<file path="config.mk">
export PLATFORM = sky130hd
export DESIGN_NAME = sorted_set_engine_flat
export DESIGN_NICKNAME = d
export VERILOG_FILES = /design/src/sse_pkg.sv /design/src/sse_if.sv /design/src/sse_cell.sv /design/src/sorted_set_engine.sv /design/src/flat_wrapper.sv
export SDC_FILE = /design/constraint.sdc
export NUM_CORES = 1
export LEC_CHECK = 0
export ABC_CLOCK_PERIOD_IN_PS = 3600
export BUFFER_PORTS_ARGS = -buffer_cell sky130_fd_sc_hd__buf_2
export CAP_MARGIN = 10
export CORE_MARGIN = 2
export CORE_UTILIZATION = 58
export CTS_BUF_LIST = sky130_fd_sc_hd__clkbuf_4 sky130_fd_sc_hd__clkbuf_8 sky130_fd_sc_hd__clkbuf_16
export CTS_CLUSTER_SIZE = 14
export DETAILED_ROUTE_END_ITERATION = 16
export GPL_TIMING_DRIVEN = 0
export PLACE_DENSITY = 0.8
export SLEW_MARGIN = 20
export SYNTH_ARGS = -nofsm -noshare
export SYNTH_HDL_FRONTEND = slang
export SYNTH_SLANG_ARGS = --single-unit
</file>
<file path="constraint.sdc">
create_clock -name clock -period 3.6 [get_ports clock]
set_clock_uncertainty 0.1 [all_clocks]
set_input_delay 0.72 -clock clock [delete_from_list [all_inputs] [get_ports clock]]
set_output_delay 0.72 -clock clock [all_outputs]
set_load 0.005 [all_outputs]
</file>
<file path="src/sse_pkg.sv">
// Package for the sorted set engine: sizes, operation and status codes,
// and the types shared by the cell chain, the top level and the interfaces.
// No dependencies.
package sse_pkg;

   // Store geometry and element width.
   localparam int SLOTS      = 16;
   localparam int VALUE_BITS = 16;
   localparam int COUNT_BITS = $clog2(SLOTS);

   // Fixed field widths of the transaction payloads.
   localparam int OPCODE_BITS = 2;
   localparam int FIELD_BITS  = 16;
   localparam int STATUS_BITS = 2;
   localparam int COUNT_FIELD = 4;

   // Operation codes. The spare code behaves as a find.
   localparam logic [OPCODE_BITS-1:0] OP_FIND   = 2'd0;
   localparam logic [OPCODE_BITS-1:0] OP_ADD    = 2'd1;
   localparam logic [OPCODE_BITS-1:0] OP_REMOVE = 2'd2;

   // Result status codes.
   localparam logic [STATUS_BITS-1:0] STATUS_DONE   = 2'd0;
   localparam logic [STATUS_BITS-1:0] STATUS_REJECT = 2'd1;
   localparam logic [STATUS_BITS-1:0] STATUS_ABSENT = 2'd2;

   // Sequencer states.
   typedef enum logic {
      ST_IDLE,
      ST_EXEC
   } state_type;

   // What one cell shows its neighbors.
   typedef struct packed {
      logic [VALUE_BITS-1:0] value;
      logic                  occ;
      logic                  ins;
   } link_type;

   // Command broadcast to every cell.
   typedef struct packed {
      logic                  load;
      logic                  insert;
      logic                  remove;
      logic [VALUE_BITS-1:0] value;
   } cmd_type;

   // Low four bits of an entry count, zero-extended when the count is narrower.
   function automatic logic [COUNT_FIELD-1:0] count_field(input logic [COUNT_BITS-1:0] n);
      logic [COUNT_BITS+COUNT_FIELD-1:0] wide;
      wide = {{COUNT_FIELD{1'b0}}, n};
      return wide[COUNT_FIELD-1:0];
   endfunction

endpackage

</file>
<file path="src/sse_if.sv">
// Channel interfaces of the sorted set engine: request and response.
// Depends on sse_pkg for the field widths.
interface sse_req_if;
   logic                                 valid;
   logic                                 ready;
   logic [sse_pkg::OPCODE_BITS-1:0]      opcode;
   logic signed [sse_pkg::FIELD_BITS-1:0] value;

   modport source (output valid, output opcode, output value, input ready);
   modport sink   (input valid, input opcode, input value, output ready);
endinterface

interface sse_rsp_if;
   logic                            valid;
   logic                            ready;
   logic [sse_pkg::STATUS_BITS-1:0] status;
   logic                            found;
   logic [sse_pkg::COUNT_FIELD-1:0] count;
   logic                            empty_res;

   modport source (output valid, output status, output found, output count,
                   output empty_res, input ready);
   modport sink   (input valid, input status, input found, input count,
                   input empty_res, output ready);
endinterface

</file>
<file path="src/sse_cell.sv">
// One slot of the sorted store: holds a value, its occupancy bit and the
// compare flags against the broadcast value. Depends on sse_pkg.
module sse_cell (
   input  logic              clock,
   input  logic              reset,
   input  sse_pkg::cmd_type  cmd,
   input  sse_pkg::link_type prev,
   input  sse_pkg::link_type next,
   output sse_pkg::link_type self,
   output logic              hit
);

   logic [sse_pkg::VALUE_BITS-1:0] val_ff, val_in;
   logic                           occ_ff, occ_in;
   logic                           ins_ff, ins_in;
   logic                           hit_ff, hit_in;

   // Compare on load; shift toward the high end on insert, toward the low
   // end on remove. The ins flag marks slots at or past the insertion point.
   always_comb begin
      val_in = val_ff;
      occ_in = occ_ff;
      ins_in = ins_ff;
      hit_in = hit_ff;
      if (cmd.load) begin
         ins_in = !occ_ff || (val_ff > cmd.value);
         hit_in = occ_ff && (val_ff == cmd.value);
      end
      if (cmd.insert) begin
         if (prev.ins) begin
            val_in = prev.value;
            occ_in = prev.occ;
         end else if (ins_ff) begin
            val_in = cmd.value;
            occ_in = 1'b1;
         end
      end
      if (cmd.remove) begin
         if (hit_ff || (occ_ff && ins_ff)) begin
            val_in = next.value;
            occ_in = next.occ;
         end
      end
   end

   // Control bits are cleared by reset.
   always_ff @(posedge clock) begin
      if (reset) begin
         occ_ff <= 1'b0;
         ins_ff <= 1'b0;
         hit_ff <= 1'b0;
      end else begin
         occ_ff <= occ_in;
         ins_ff <= ins_in;
         hit_ff <= hit_in;
      end
   end

   // The stored value is only meaningful while occupied.
   always_ff @(posedge clock) begin
      val_ff <= val_in;
   end

   assign self.value = val_ff;
   assign self.occ   = occ_ff;
   assign self.ins   = ins_ff;
   assign hit        = hit_ff;

endmodule

</file>
<file path="src/sorted_set_engine.sv">
// Sorted set engine top level: sequencer, entry counter, result register
// and the chain of sse_cell slots. Depends on sse_pkg, sse_if and sse_cell.
//
// Keeps up to SLOTS-1 distinct non-negative values in ascending order and
// answers find, add and remove transactions with one response each. In the
// cycle a transaction is accepted its value is broadcast to all cells, which
// register their compare flags; in the execute state the sequencer decides
// the operation from those flags, the cells at or past the insertion or
// removal point shift one step toward their neighbor, and the response is
// written to an output register. No new request is taken until the execute
// state ends; a response that is not taken holds the execute state of the
// following transaction. Reset empties the store at once.
module sorted_set_engine (
   input logic         clock,
   input logic         reset,
   sse_req_if.sink     req_chan,
   sse_rsp_if.source   rsp_chan
);

   localparam sse_pkg::link_type PREV_EDGE = '{value: '0, occ: 1'b1, ins: 1'b0};
   localparam sse_pkg::link_type NEXT_EDGE = '{value: '0, occ: 1'b0, ins: 1'b0};

   sse_pkg::state_type state_ff, state_in;

   logic [sse_pkg::OPCODE_BITS-1:0] op_ff, op_in;
   logic [sse_pkg::VALUE_BITS-1:0]  value_ff, value_in;
   logic [sse_pkg::COUNT_BITS-1:0]  count_ff, count_in;

   logic                            rsp_valid_ff, rsp_valid_in;
   logic [sse_pkg::STATUS_BITS-1:0] status_ff, status_in;
   logic                            found_ff, found_in;
   logic [sse_pkg::COUNT_BITS-1:0]  rcount_ff, rcount_in;

   logic signed [31:0]              value_wide;
   logic [sse_pkg::VALUE_BITS-1:0]  req_value;
   logic                            req_accept;
   logic                            negative;
   logic                            found;
   logic                            full;
   logic                            do_insert;
   logic                            do_remove;
   logic                            exec_go;

   sse_pkg::cmd_type                cmd;
   sse_pkg::link_type               links [sse_pkg::SLOTS];
   logic [sse_pkg::SLOTS-1:0]       hits;

   // The element is the low VALUE_BITS bits of the sign-extended field.
   assign value_wide = 32'(req_chan.value);
   assign req_value  = value_wide[sse_pkg::VALUE_BITS-1:0];
   assign req_accept = req_chan.valid && req_chan.ready;

   // Decision from the registered cell flags.
   assign negative  = value_ff[sse_pkg::VALUE_BITS-1];
   assign found     = (|hits) && !negative;
   assign full      = (count_ff == sse_pkg::COUNT_BITS'(sse_pkg::SLOTS - 1));
   assign exec_go   = (state_ff == sse_pkg::ST_EXEC) && (!rsp_valid_ff || rsp_chan.ready);
   assign do_insert = exec_go && (op_ff == sse_pkg::OP_ADD) && !negative && !found && !full;
   assign do_remove = exec_go && (op_ff == sse_pkg::OP_REMOVE) && found;

   // Broadcast command to the cells.
   always_comb begin
      cmd.load   = req_accept;
      cmd.insert = do_insert;
      cmd.remove = do_remove;
      cmd.value  = (state_ff == sse_pkg::ST_IDLE) ? req_value : value_ff;
   end

   // Chain of cells, each linked to both neighbors.
   for (genvar i = 0; i < sse_pkg::SLOTS; i++) begin : g_cell
      sse_pkg::link_type prev_link;
      sse_pkg::link_type next_link;
      if (i == 0) begin : g_first
         assign prev_link = PREV_EDGE;
      end else begin : g_mid
         assign prev_link = links[i-1];
      end
      if (i == sse_pkg::SLOTS - 1) begin : g_last
         assign next_link = NEXT_EDGE;
      end else begin : g_inner
         assign next_link = links[i+1];
      end
      sse_cell u_cell (
         .clock (clock),
         .reset (reset),
         .cmd   (cmd),
         .prev  (prev_link),
         .next  (next_link),
         .self  (links[i]),
         .hit   (hits[i])
      );
   end

   // Sequencer, counter and response register next-state logic.
   always_comb begin
      state_in     = state_ff;
      op_in        = op_ff;
      value_in     = value_ff;
      count_in     = count_ff;
      rsp_valid_in = rsp_valid_ff && !rsp_chan.ready;
      status_in    = status_ff;
      found_in     = found_ff;
      rcount_in    = rcount_ff;
      unique case (state_ff)
         sse_pkg::ST_IDLE: begin
            if (req_accept) begin
               op_in    = req_chan.opcode;
               value_in = req_value;
               state_in = sse_pkg::ST_EXEC;
            end
         end
         sse_pkg::ST_EXEC: begin
            if (exec_go) begin
               if (do_insert) begin
                  count_in = count_ff + 1'b1;
               end else if (do_remove) begin
                  count_in = count_ff - 1'b1;
               end
               if (op_ff == sse_pkg::OP_ADD) begin
                  status_in = do_insert ? sse_pkg::STATUS_DONE : sse_pkg::STATUS_REJECT;
               end else begin
                  status_in = found ? sse_pkg::STATUS_DONE : sse_pkg::STATUS_ABSENT;
               end
               found_in     = found;
               rcount_in    = count_in;
               rsp_valid_in = 1'b1;
               state_in     = sse_pkg::ST_IDLE;
            end
         end
         default: begin
            state_in = sse_pkg::ST_IDLE;
         end
      endcase
   end

   always_ff @(posedge clock) begin
      if (reset) begin
         state_ff     <= sse_pkg::ST_IDLE;
         count_ff     <= '0;
         rsp_valid_ff <= 1'b0;
      end else begin
         state_ff     <= state_in;
         count_ff     <= count_in;
         rsp_valid_ff <= rsp_valid_in;
      end
   end

   // Payload registers.
   always_ff @(posedge clock) begin
      op_ff     <= op_in;
      value_ff  <= value_in;
      status_ff <= status_in;
      found_ff  <= found_in;
      rcount_ff <= rcount_in;
   end

   // Port drive.
   assign req_chan.ready     = (state_ff == sse_pkg::ST_IDLE);
   assign rsp_chan.valid     = rsp_valid_ff;
   assign rsp_chan.status    = status_ff;
   assign rsp_chan.found     = found_ff;
   assign rsp_chan.count     = sse_pkg::count_field(rcount_ff);
   assign rsp_chan.empty_res = (rcount_ff == '0);

endmodule

</file>
<file path="src/flat_wrapper.sv">
// flat-port wrapper written by rule: the top's interface ports become plain ports
module sorted_set_engine_flat 
  (clock, reset, req_chan_valid, req_chan_opcode, req_chan_value, req_chan_ready, rsp_chan_valid, rsp_chan_status, rsp_chan_found, rsp_chan_count, rsp_chan_empty_res, rsp_chan_ready);
  sse_req_if req_chan_i ();
  sse_rsp_if rsp_chan_i ();
  input logic clock;
  input logic reset;
  input wire logic [$bits(req_chan_i.valid)-1:0] req_chan_valid;
  input wire logic [$bits(req_chan_i.opcode)-1:0] req_chan_opcode;
  input wire logic [$bits(req_chan_i.value)-1:0] req_chan_value;
  output wire logic [$bits(req_chan_i.ready)-1:0] req_chan_ready;
  output wire logic [$bits(rsp_chan_i.valid)-1:0] rsp_chan_valid;
  output wire logic [$bits(rsp_chan_i.status)-1:0] rsp_chan_status;
  output wire logic [$bits(rsp_chan_i.found)-1:0] rsp_chan_found;
  output wire logic [$bits(rsp_chan_i.count)-1:0] rsp_chan_count;
  output wire logic [$bits(rsp_chan_i.empty_res)-1:0] rsp_chan_empty_res;
  input wire logic [$bits(rsp_chan_i.ready)-1:0] rsp_chan_ready;
  assign req_chan_i.valid = req_chan_valid;
  assign req_chan_i.opcode = req_chan_opcode;
  assign req_chan_i.value = req_chan_value;
  assign req_chan_ready = req_chan_i.ready;
  assign rsp_chan_valid = rsp_chan_i.valid;
  assign rsp_chan_status = rsp_chan_i.status;
  assign rsp_chan_found = rsp_chan_i.found;
  assign rsp_chan_count = rsp_chan_i.count;
  assign rsp_chan_empty_res = rsp_chan_i.empty_res;
  assign rsp_chan_i.ready = rsp_chan_ready;
  sorted_set_engine u_core (.clock(clock), .reset(reset), .req_chan(req_chan_i), .rsp_chan(rsp_chan_i));
endmodule
</file>
==> results of run 1 <==
[metal layers]
layer,track usage,vias to the layer above,share of wire
met5,0,-,0
met4,0.2091,0,0.056
met3,0.07004,309,0.094
met2,0.6345,1369,0.44
met1,0.5189,10571,0.41
li1,-,10358,-
[metrics by stage]
step | instances | setup WS, ns | hold WS [ns] | util
2_1_floorplan | 2748 | 0.07630 | 0.3444 | -
3_3_place_gp | 3289 | -2.289 | 0.3678 | 0.6090
3_5_place_dp | 3308 | -1.006 | 0.3747 | 0.6218
4_1_cts | 3376 | -0.01721 | 0.2391 | 0.6596
5_1_grt | 3377 | -0.1702 | 0.2454 | 0.6602
6_report | 3377 | -0.1428 | 0.2503 | 0.6602
[cells by family (layout without fill, tap and decap cells)]
family | after synthesis | count (layout)
compound gates | 1003 | 1003
xor+xnor | 2 | 2
fa+ha+maj | 258 | 258
buf+inv | 247 | 365
flops | 335 | 335
mux | 34 | 34
simple gates | 869 | 869
[worst paths after layout]
path / start / to / slack, ns
setup / recovery: u_core.state_ff / u_core.g_cell[8].u_cell.ins_ff / -0.14
hold / removal: req_chan_opcode[1] / u_core.op_ff[1] / 0.25
setup reg to reg: u_core.state_ff / u_core.g_cell[8].u_cell.ins_ff / -0.14
hold reg to reg: u_core.g_cell[3].u_cell.val_ff[0] / u_core.g_cell[2].u_cell.val_ff[0] / 0.39
[what timing repair did]
action                                 CTS  global route
hold buffers                             0             0
endpoints found under the hold margin    0             0
setup buffers                            7             1
resized for setup                       26             3
setup endpoints to repair               32            23
[registers in the layout, summed over array words and instances (netlist names)]
signal and cells:
u_core.count_ff 4, u_core.rsp_chan.status 2, u_core.rsp_chan.valid 1, u_core.op_ff 2, u_core.rsp_chan.found 1, u_core.g_cell.u_cell.val_ff 256, u_core.value_ff 16, u_core.rsp_chan.count 4
u_core.g_cell.u_cell.occ_ff 16, u_core.g_cell.u_cell.ins_ff 16, u_core.g_cell.u_cell.hit 16, u_core.state_ff 1
[power by group]
part / internal, W / switching, W / leakage (nW) / total [W]
clock: 0.00240 / 0.00164 / 0.642 / 0.00404
combinational: 0.00216 / 0.00257 / 6.24 / 0.00472
sequential: 0.00476 / 0.00135 / 2.82 / 0.00611
total: 0.00932 / 0.00555 / 9.70 / 0.0149
[final cells by class]
cell class	count	area [um2]
Clock inverter	6	80.08
Sequential cell	335	6957
Buffer	194	804.5
Timing Repair Buffer	57	645.6
Fill cell	3249	12800
Multi-Input combinational cell	2166	14360
Tap cell	511	639.4
Clock buffer	59	1189
Inverter	49	191.4
[placed cells by master, fill, tap and decap left out, types with 11 or more instances in the layout]
cell type	Yosys	routed
a211oi_1	11	11
a21o_1	52	52
a21oi_1	317	317
a22oi_1	42	42
a41oi_1	15	15
and2_1	15	15
buf_16	0	13
buf_2	26	55
buf_4	0	11
clkbuf_1	160	144
clkbuf_16	0	39
clkbuf_4	0	12
dfxtp_1	310	310
edfxtp_1	25	25
ha_1	258	258
inv_1	49	47
mux2i_1	30	15
nand2_1	294	294
nand2b_1	16	16
nand3_1	23	23
nand4_1	56	56
nor2_1	120	120
nor2b_1	236	236
nor3_1	16	16
nor4_1	31	31
nor4_4	17	17
o21ai_0	218	218
o21ai_1	52	52
o221ai_1	24	24
o22a_1	12	12
o22ai_1	191	191
or4_1	14	14
[worst max-delay path, delay by kind of cell, from the launching register on]
kind,cells,cell delay [ns]
flip-flops,1,0.32
AO/OA/AOI/OAI,1,0.04
multiplexers,1,0.69
buffers and inverters,3,0.97
AND/OR/NAND/NOR,4,1.26
adder cells (fa/ha/maj),1,0.19
==> flow_summary.json, run 1 <==
{
  "status": "complete, but fails checks",
  "p_leak_nw": 9.701,
  "cts_sinks": 335,
  "vias_per_cell": 6.694,
  "postRouteAntennaNets": 0,
  "initialDrtViolationCount": 2556,
  "synth_top_area_frac": 0.2802,
  "rsz0062_at_grt": "true",
  "period_needed_ns": 3.743,
  "async_reset_ff_frac": 0,
  "worstSetupPathType": "reg -> reg",
  "synthAdderAreaFrac": 0.1458,
  "cpPeakStageDelay_ns": 0.75,
  "vias": 22607,
  "whs_path_depth": 1,
  "setup-tns-final_ns": -0.9980,
  "synth_largest_area_cell": "dfxtp_1",
  "yosys.area_share.simple": 0.2121,
  "avgRoutedWirePerCell_um": 23.57,
  "timing.final.crit_share": 1.040,
  "violations": "setup timing",
  "total_power_w": 0.01487,
  "ys_top_cells_by_area": "dfxtp_1, ha_1, a21oi_1",
  "maxCapViolCount": 0,
  "worstRegToRegCells": 10,
  "ys_seq_area_frac": 0.3141,
  "gp_congestion": 0.9685,
  "synthXorXnorAreaFrac": 0.0007909,
  "htreeDepth": 2,
  "cts_buffers": 37,
  "synth_flop_cell": "dfxtp_1",
  "grt_pass1_wl_um": 123500,
  "die_w_um": 199.4,
  "ys_ff_latch": 335,
  "synth_area_per_cell_um2": 8.059,
  "power.density_nw_per_um2": 598.2,
  "crit_slowest_cell": "or4b_2",
  "required_ns": 3.93,
  "rows": 71,
  "first_pass_iters": 6,
  "hold_violations": 0,
  "overflow": 0,
  "drive_above_1_share": 0.07746,
  "postSynthCellCount": 2748,
  "synth_compound_area_frac": 0.2676,
  "yosysMostFrequentCell": "a21oi_1",
  "grt.total_usage": 0.3993,
  "end_kind": "register",
  "synthTopCellsByCount": "a21oi_1, dfxtp_1, nand2_1",
  "setup_slack_ns": -0.1428,
  "io-pin-count": 32,
  "synth.distinct_cells": 56,
  "crit_chain": "buf_4, mux2i_2, clkbuf_2, buf_16, ha_1, nand4_1, or2_2, or4b_2, nand2_1, a21oi_1",
  "dpl_cell_area_um2": 23420,
  "start_util": 0.5880,
  "ys_warn_count": 0,
  "synth_top_family_by_area": "compound AO/OA/AOI/OAI gates",
  "clk_pin_slew_ns": 0.06,
  "crit_path_max_fanout": 19,
  "dieHeight_um": 199.4,
  "portBuffers": 30,
  "area_delta_synth_final_pct": 12.28,
  "totalWireLength_um": 79580,
  "crit_arrival_ns": 4.07,
  "grt_max_degree": 24,
  "core-area_um2": 37670,
  "max_freq_mhz": 267.2,
  "drc": 0,
  "synthMuxAreaShare": 0.01559,
  "hpwl_um": 60360,
  "slew_viol_final": 0,
  "setup_viol": 10,
  "n_antenna_cell": 0,
  "root_buffer": "clkbuf_16",
  "start_kind": "register",
  "nets": 3120,
  "synth_edf_count": 25,
  "worstMarginPinSlew_ns": 1.177,
  "maxSlewHeadroom": 0.2151,
  "cts_tree": "built",
  "synth_nets": 3028,
  "hold_class": "in -> reg",
  "grt_pass1_vias": 21933,
  "die_area_um2": 39760,
  "irDropWorstVdd_v": 0.0003676,
  "insertion_delay_ns": 0.56,
  "clockBufferDepth": 3,
  "fin_area_um2": 24870,
  "syn_area_um2": 22150,
  "antenna_found_initial": 0
}
(Power assumes the default switching activity.)
==> run 2: changes to the inputs <==
--- a/config.mk
+++ b/config.mk
@@ -15,6 +15,8 @@
 export DETAILED_ROUTE_END_ITERATION = 16
 export GPL_TIMING_DRIVEN = 0
 export PLACE_DENSITY = 0.8
+export SETUP_SLACK_MARGIN = 0.02
+export SKIP_CTS_REPAIR_TIMING = 1
 export SLEW_MARGIN = 20
 export SYNTH_ARGS = -nofsm -noshare
 export SYNTH_HDL_FRONTEND = slang
==> run 2 against run 1 <==
  * The flow still finishes with violations (setup timing)
  * Register-to-register slack gained 0.12 ns
  * Clock power barely moved
  * Worst hold slack about the same
  * Setup slack gained 0.12 ns
  * Routed wire length increased by 1.4%
  * Utilization is 0.38 points higher
  * Non-clock buffer count is 7 higher
  * First-iteration DRC count increased by 1.9%
  * Total power grew 0.36%
  * Sequential cell count unchanged
  * Critical path depth unchanged
==> flow_summary.json, run 2 (same netlist as run 1, synthesis figures left out) <==
{
  "status": "complete, but fails checks",
  "violations": "setup timing",
  "postRouteAntennaNets": 0,
  "worstMarginPinSlew_ns": 1.151,
  "hold_violations": 0,
  "cts_buffers": 37,
  "overflow": 0,
  "vias_per_cell": 6.717,
  "irDropWorstVdd_v": 0.0003639,
  "initialDrtViolationCount": 2605,
  "period_needed_ns": 3.621,
  "crit_path_max_fanout": 16,
  "maxCapViolCount": 0,
  "core-area_um2": 37670,
  "grt_pass1_wl_um": 123000,
  "root_buffer": "clkbuf_16",
  "worstSetupPathType": "reg -> reg",
  "setup_viol": 1,
  "totalWireLength_um": 80720,
  "io-pin-count": 32,
  "largest_reg_flops": 256,
  "cts_sinks": 335,
  "final_common_cell": "a21oi_1",
  "drc": 0,
  "dp_cells": 3308,
  "regMostFlops": "u_core.g_cell.u_cell.val_ff",
  "vias": 22730,
  "p_leak_nw": 9.756,
  "first_pass_iters": 6,
  "end_kind": "register",
  "grt_pass1_vias": 21855,
  "final_cell_mix": "a21oi_1, dfxtp_1, nand2_1",
  "place_ws_ns": -1.006,
  "start_util": 0.5880,
  "die_w_um": 199.4,
  "die_area_um2": 39760,
  "comb_power_share": 0.319,
  "htreeDepth": 2,
  "nets": 3127,
  "antenna_found_initial": 0,
  "maxSlewHeadroom": 0.2328,
  "area_delta_synth_final_pct": 12.92,
  "setup_slack_ns": -0.02139,
  "avgRoutedWirePerCell_um": 23.85,
  "grt_max_degree": 24,
  "hpwl_um": 60360,
  "required_ns": 3.93,
  "intPower_w": 0.009346,
  "p_seq_frac": 0.410,
  "p_sw_frac": 0.3740,
  "insertion_delay_ns": 0.57,
  "max_freq_mhz": 276.1,
  "slew_viol_final": 0,
  "total_power_w": 0.01493,
  "crit_arrival_ns": 3.95,
  "grt.total_usage": 0.3976,
  "n_fill_cell": 3232,
  "setup-tns-final_ns": -0.02139,
  "clk_pin_slew_ns": 0.06,
  "final_cells": 3384,
  "crit_chain": "buf_6, buf_6, mux2i_4, buf_2, buf_16, ha_1, o211ai_1, a21oi_1, o41ai_1, a21oi_1",
  "start_kind": "register",
  "gp_congestion": 0.9685,
  "portBuffers": 30,
  "cts_tree": "built",
  "clockBufferDepth": 3,
  "power.density_nw_per_um2": 596.9,
  "dieHeight_um": 199.4,
  "n_antenna_cell": 0,
  "crit_slowest_cell": "mux2i_4",
  "hold_class": "in -> reg",
  "rows": 71,
  "switching_power_w": 0.005583,
  "timing.final.crit_share": 1.006,
  "clkPwrFrac": 0.271,
  "drive_above_1_share": 0.07971,
  "cpPeakStageDelay_ns": 0.62
}
run 2: cell types whose count changed in the layout (fill, tap and decap cells not counted):
cell / before / now
mux2i_2: 6 / 2
buf_4: 11 / 12
clkbuf_2: 9 / 8
buf_12: 2 / 5
buf_6: 5 / 9
mux2i_4: 9 / 13
run 2: area by class of cell:
cell class	instances	area, um2	share of cell area
multi-input combinational	2166	14400	0.5756
sequential	335	6957	0.2782
clock buffer	59	1189	0.04753
buffer	194	814.5	0.03257
timing repair buffer	64	743.2	0.02972
tap	511	639.4	0.02557
inverter	49	191.4	0.007655
clock inverter	6	80.08	0.003202
run 2: worst max-delay path: cells and delay by family, from the launching register on:
family / cells / cell delay, ns
AOI/OAI and AO/OA: 4 / 0.90
adders and majority gates: 1 / 0.26
buffers and inverters: 4 / 1.26
DFF: 1 / 0.34
muxes: 1 / 0.62
run 2: worst paths after layout:
check                                 endpoint  depth (start not counted)                               from  slack, ns
max             u_core.g_cell[6].u_cell.ins_ff                         10                    u_core.state_ff      -0.02
min                            u_core.op_ff[0]                          1                 req_chan_opcode[0]       0.25
max reg2reg     u_core.g_cell[6].u_cell.ins_ff                         10                    u_core.state_ff      -0.02
min reg2reg  u_core.g_cell[2].u_cell.val_ff[0]                          2  u_core.g_cell[3].u_cell.val_ff[0]       0.39
run 2: per-layer routing:
| metal | vias up | wire length, um | global-route usage |
|---|---|---|---|
| met4 | 0 | 4406 | 0.2077 |
| met2 | 1380 | 36000 | 0.6309 |
| met3 | 304 | 7872 | 0.07274 |
| met1 | 10660 | 32440 | 0.5158 |
| li1 | 10386 | - | - |
| met5 | - | 0 | 0 |
run 2: power by group through the flow:
| stage | sequential, W | combinational, W | clock [W] |
|---|---|---|---|
| 2_1_floorplan | 0.00558 | 0.00332 | 0 |
| 3_3_place_gp | 0.00606 | 0.00413 | 0 |
| 3_5_place_dp | 0.00610 | 0.00451 | 0 |
| 4_1_cts | 0.00602 | 0.00455 | 0.00402 |
| 5_1_grt | 0.00621 | 0.00531 | 0.00417 |
| 6_report | 0.00612 | 0.00476 | 0.00405 |
run 2: through the flow:
step / area [um2] / util / hold WS [ns]
finish: 25010 / 0.6640 / 0.2499
global route: 25010 / 0.6640 / 0.2454
CTS: 24690 / 0.6555 / 0.2391
detailed placement: 23420 / 0.6218 / 0.3747
global placement: 22940 / 0.6090 / 0.3678
floorplan: 22150 / - / 0.3444
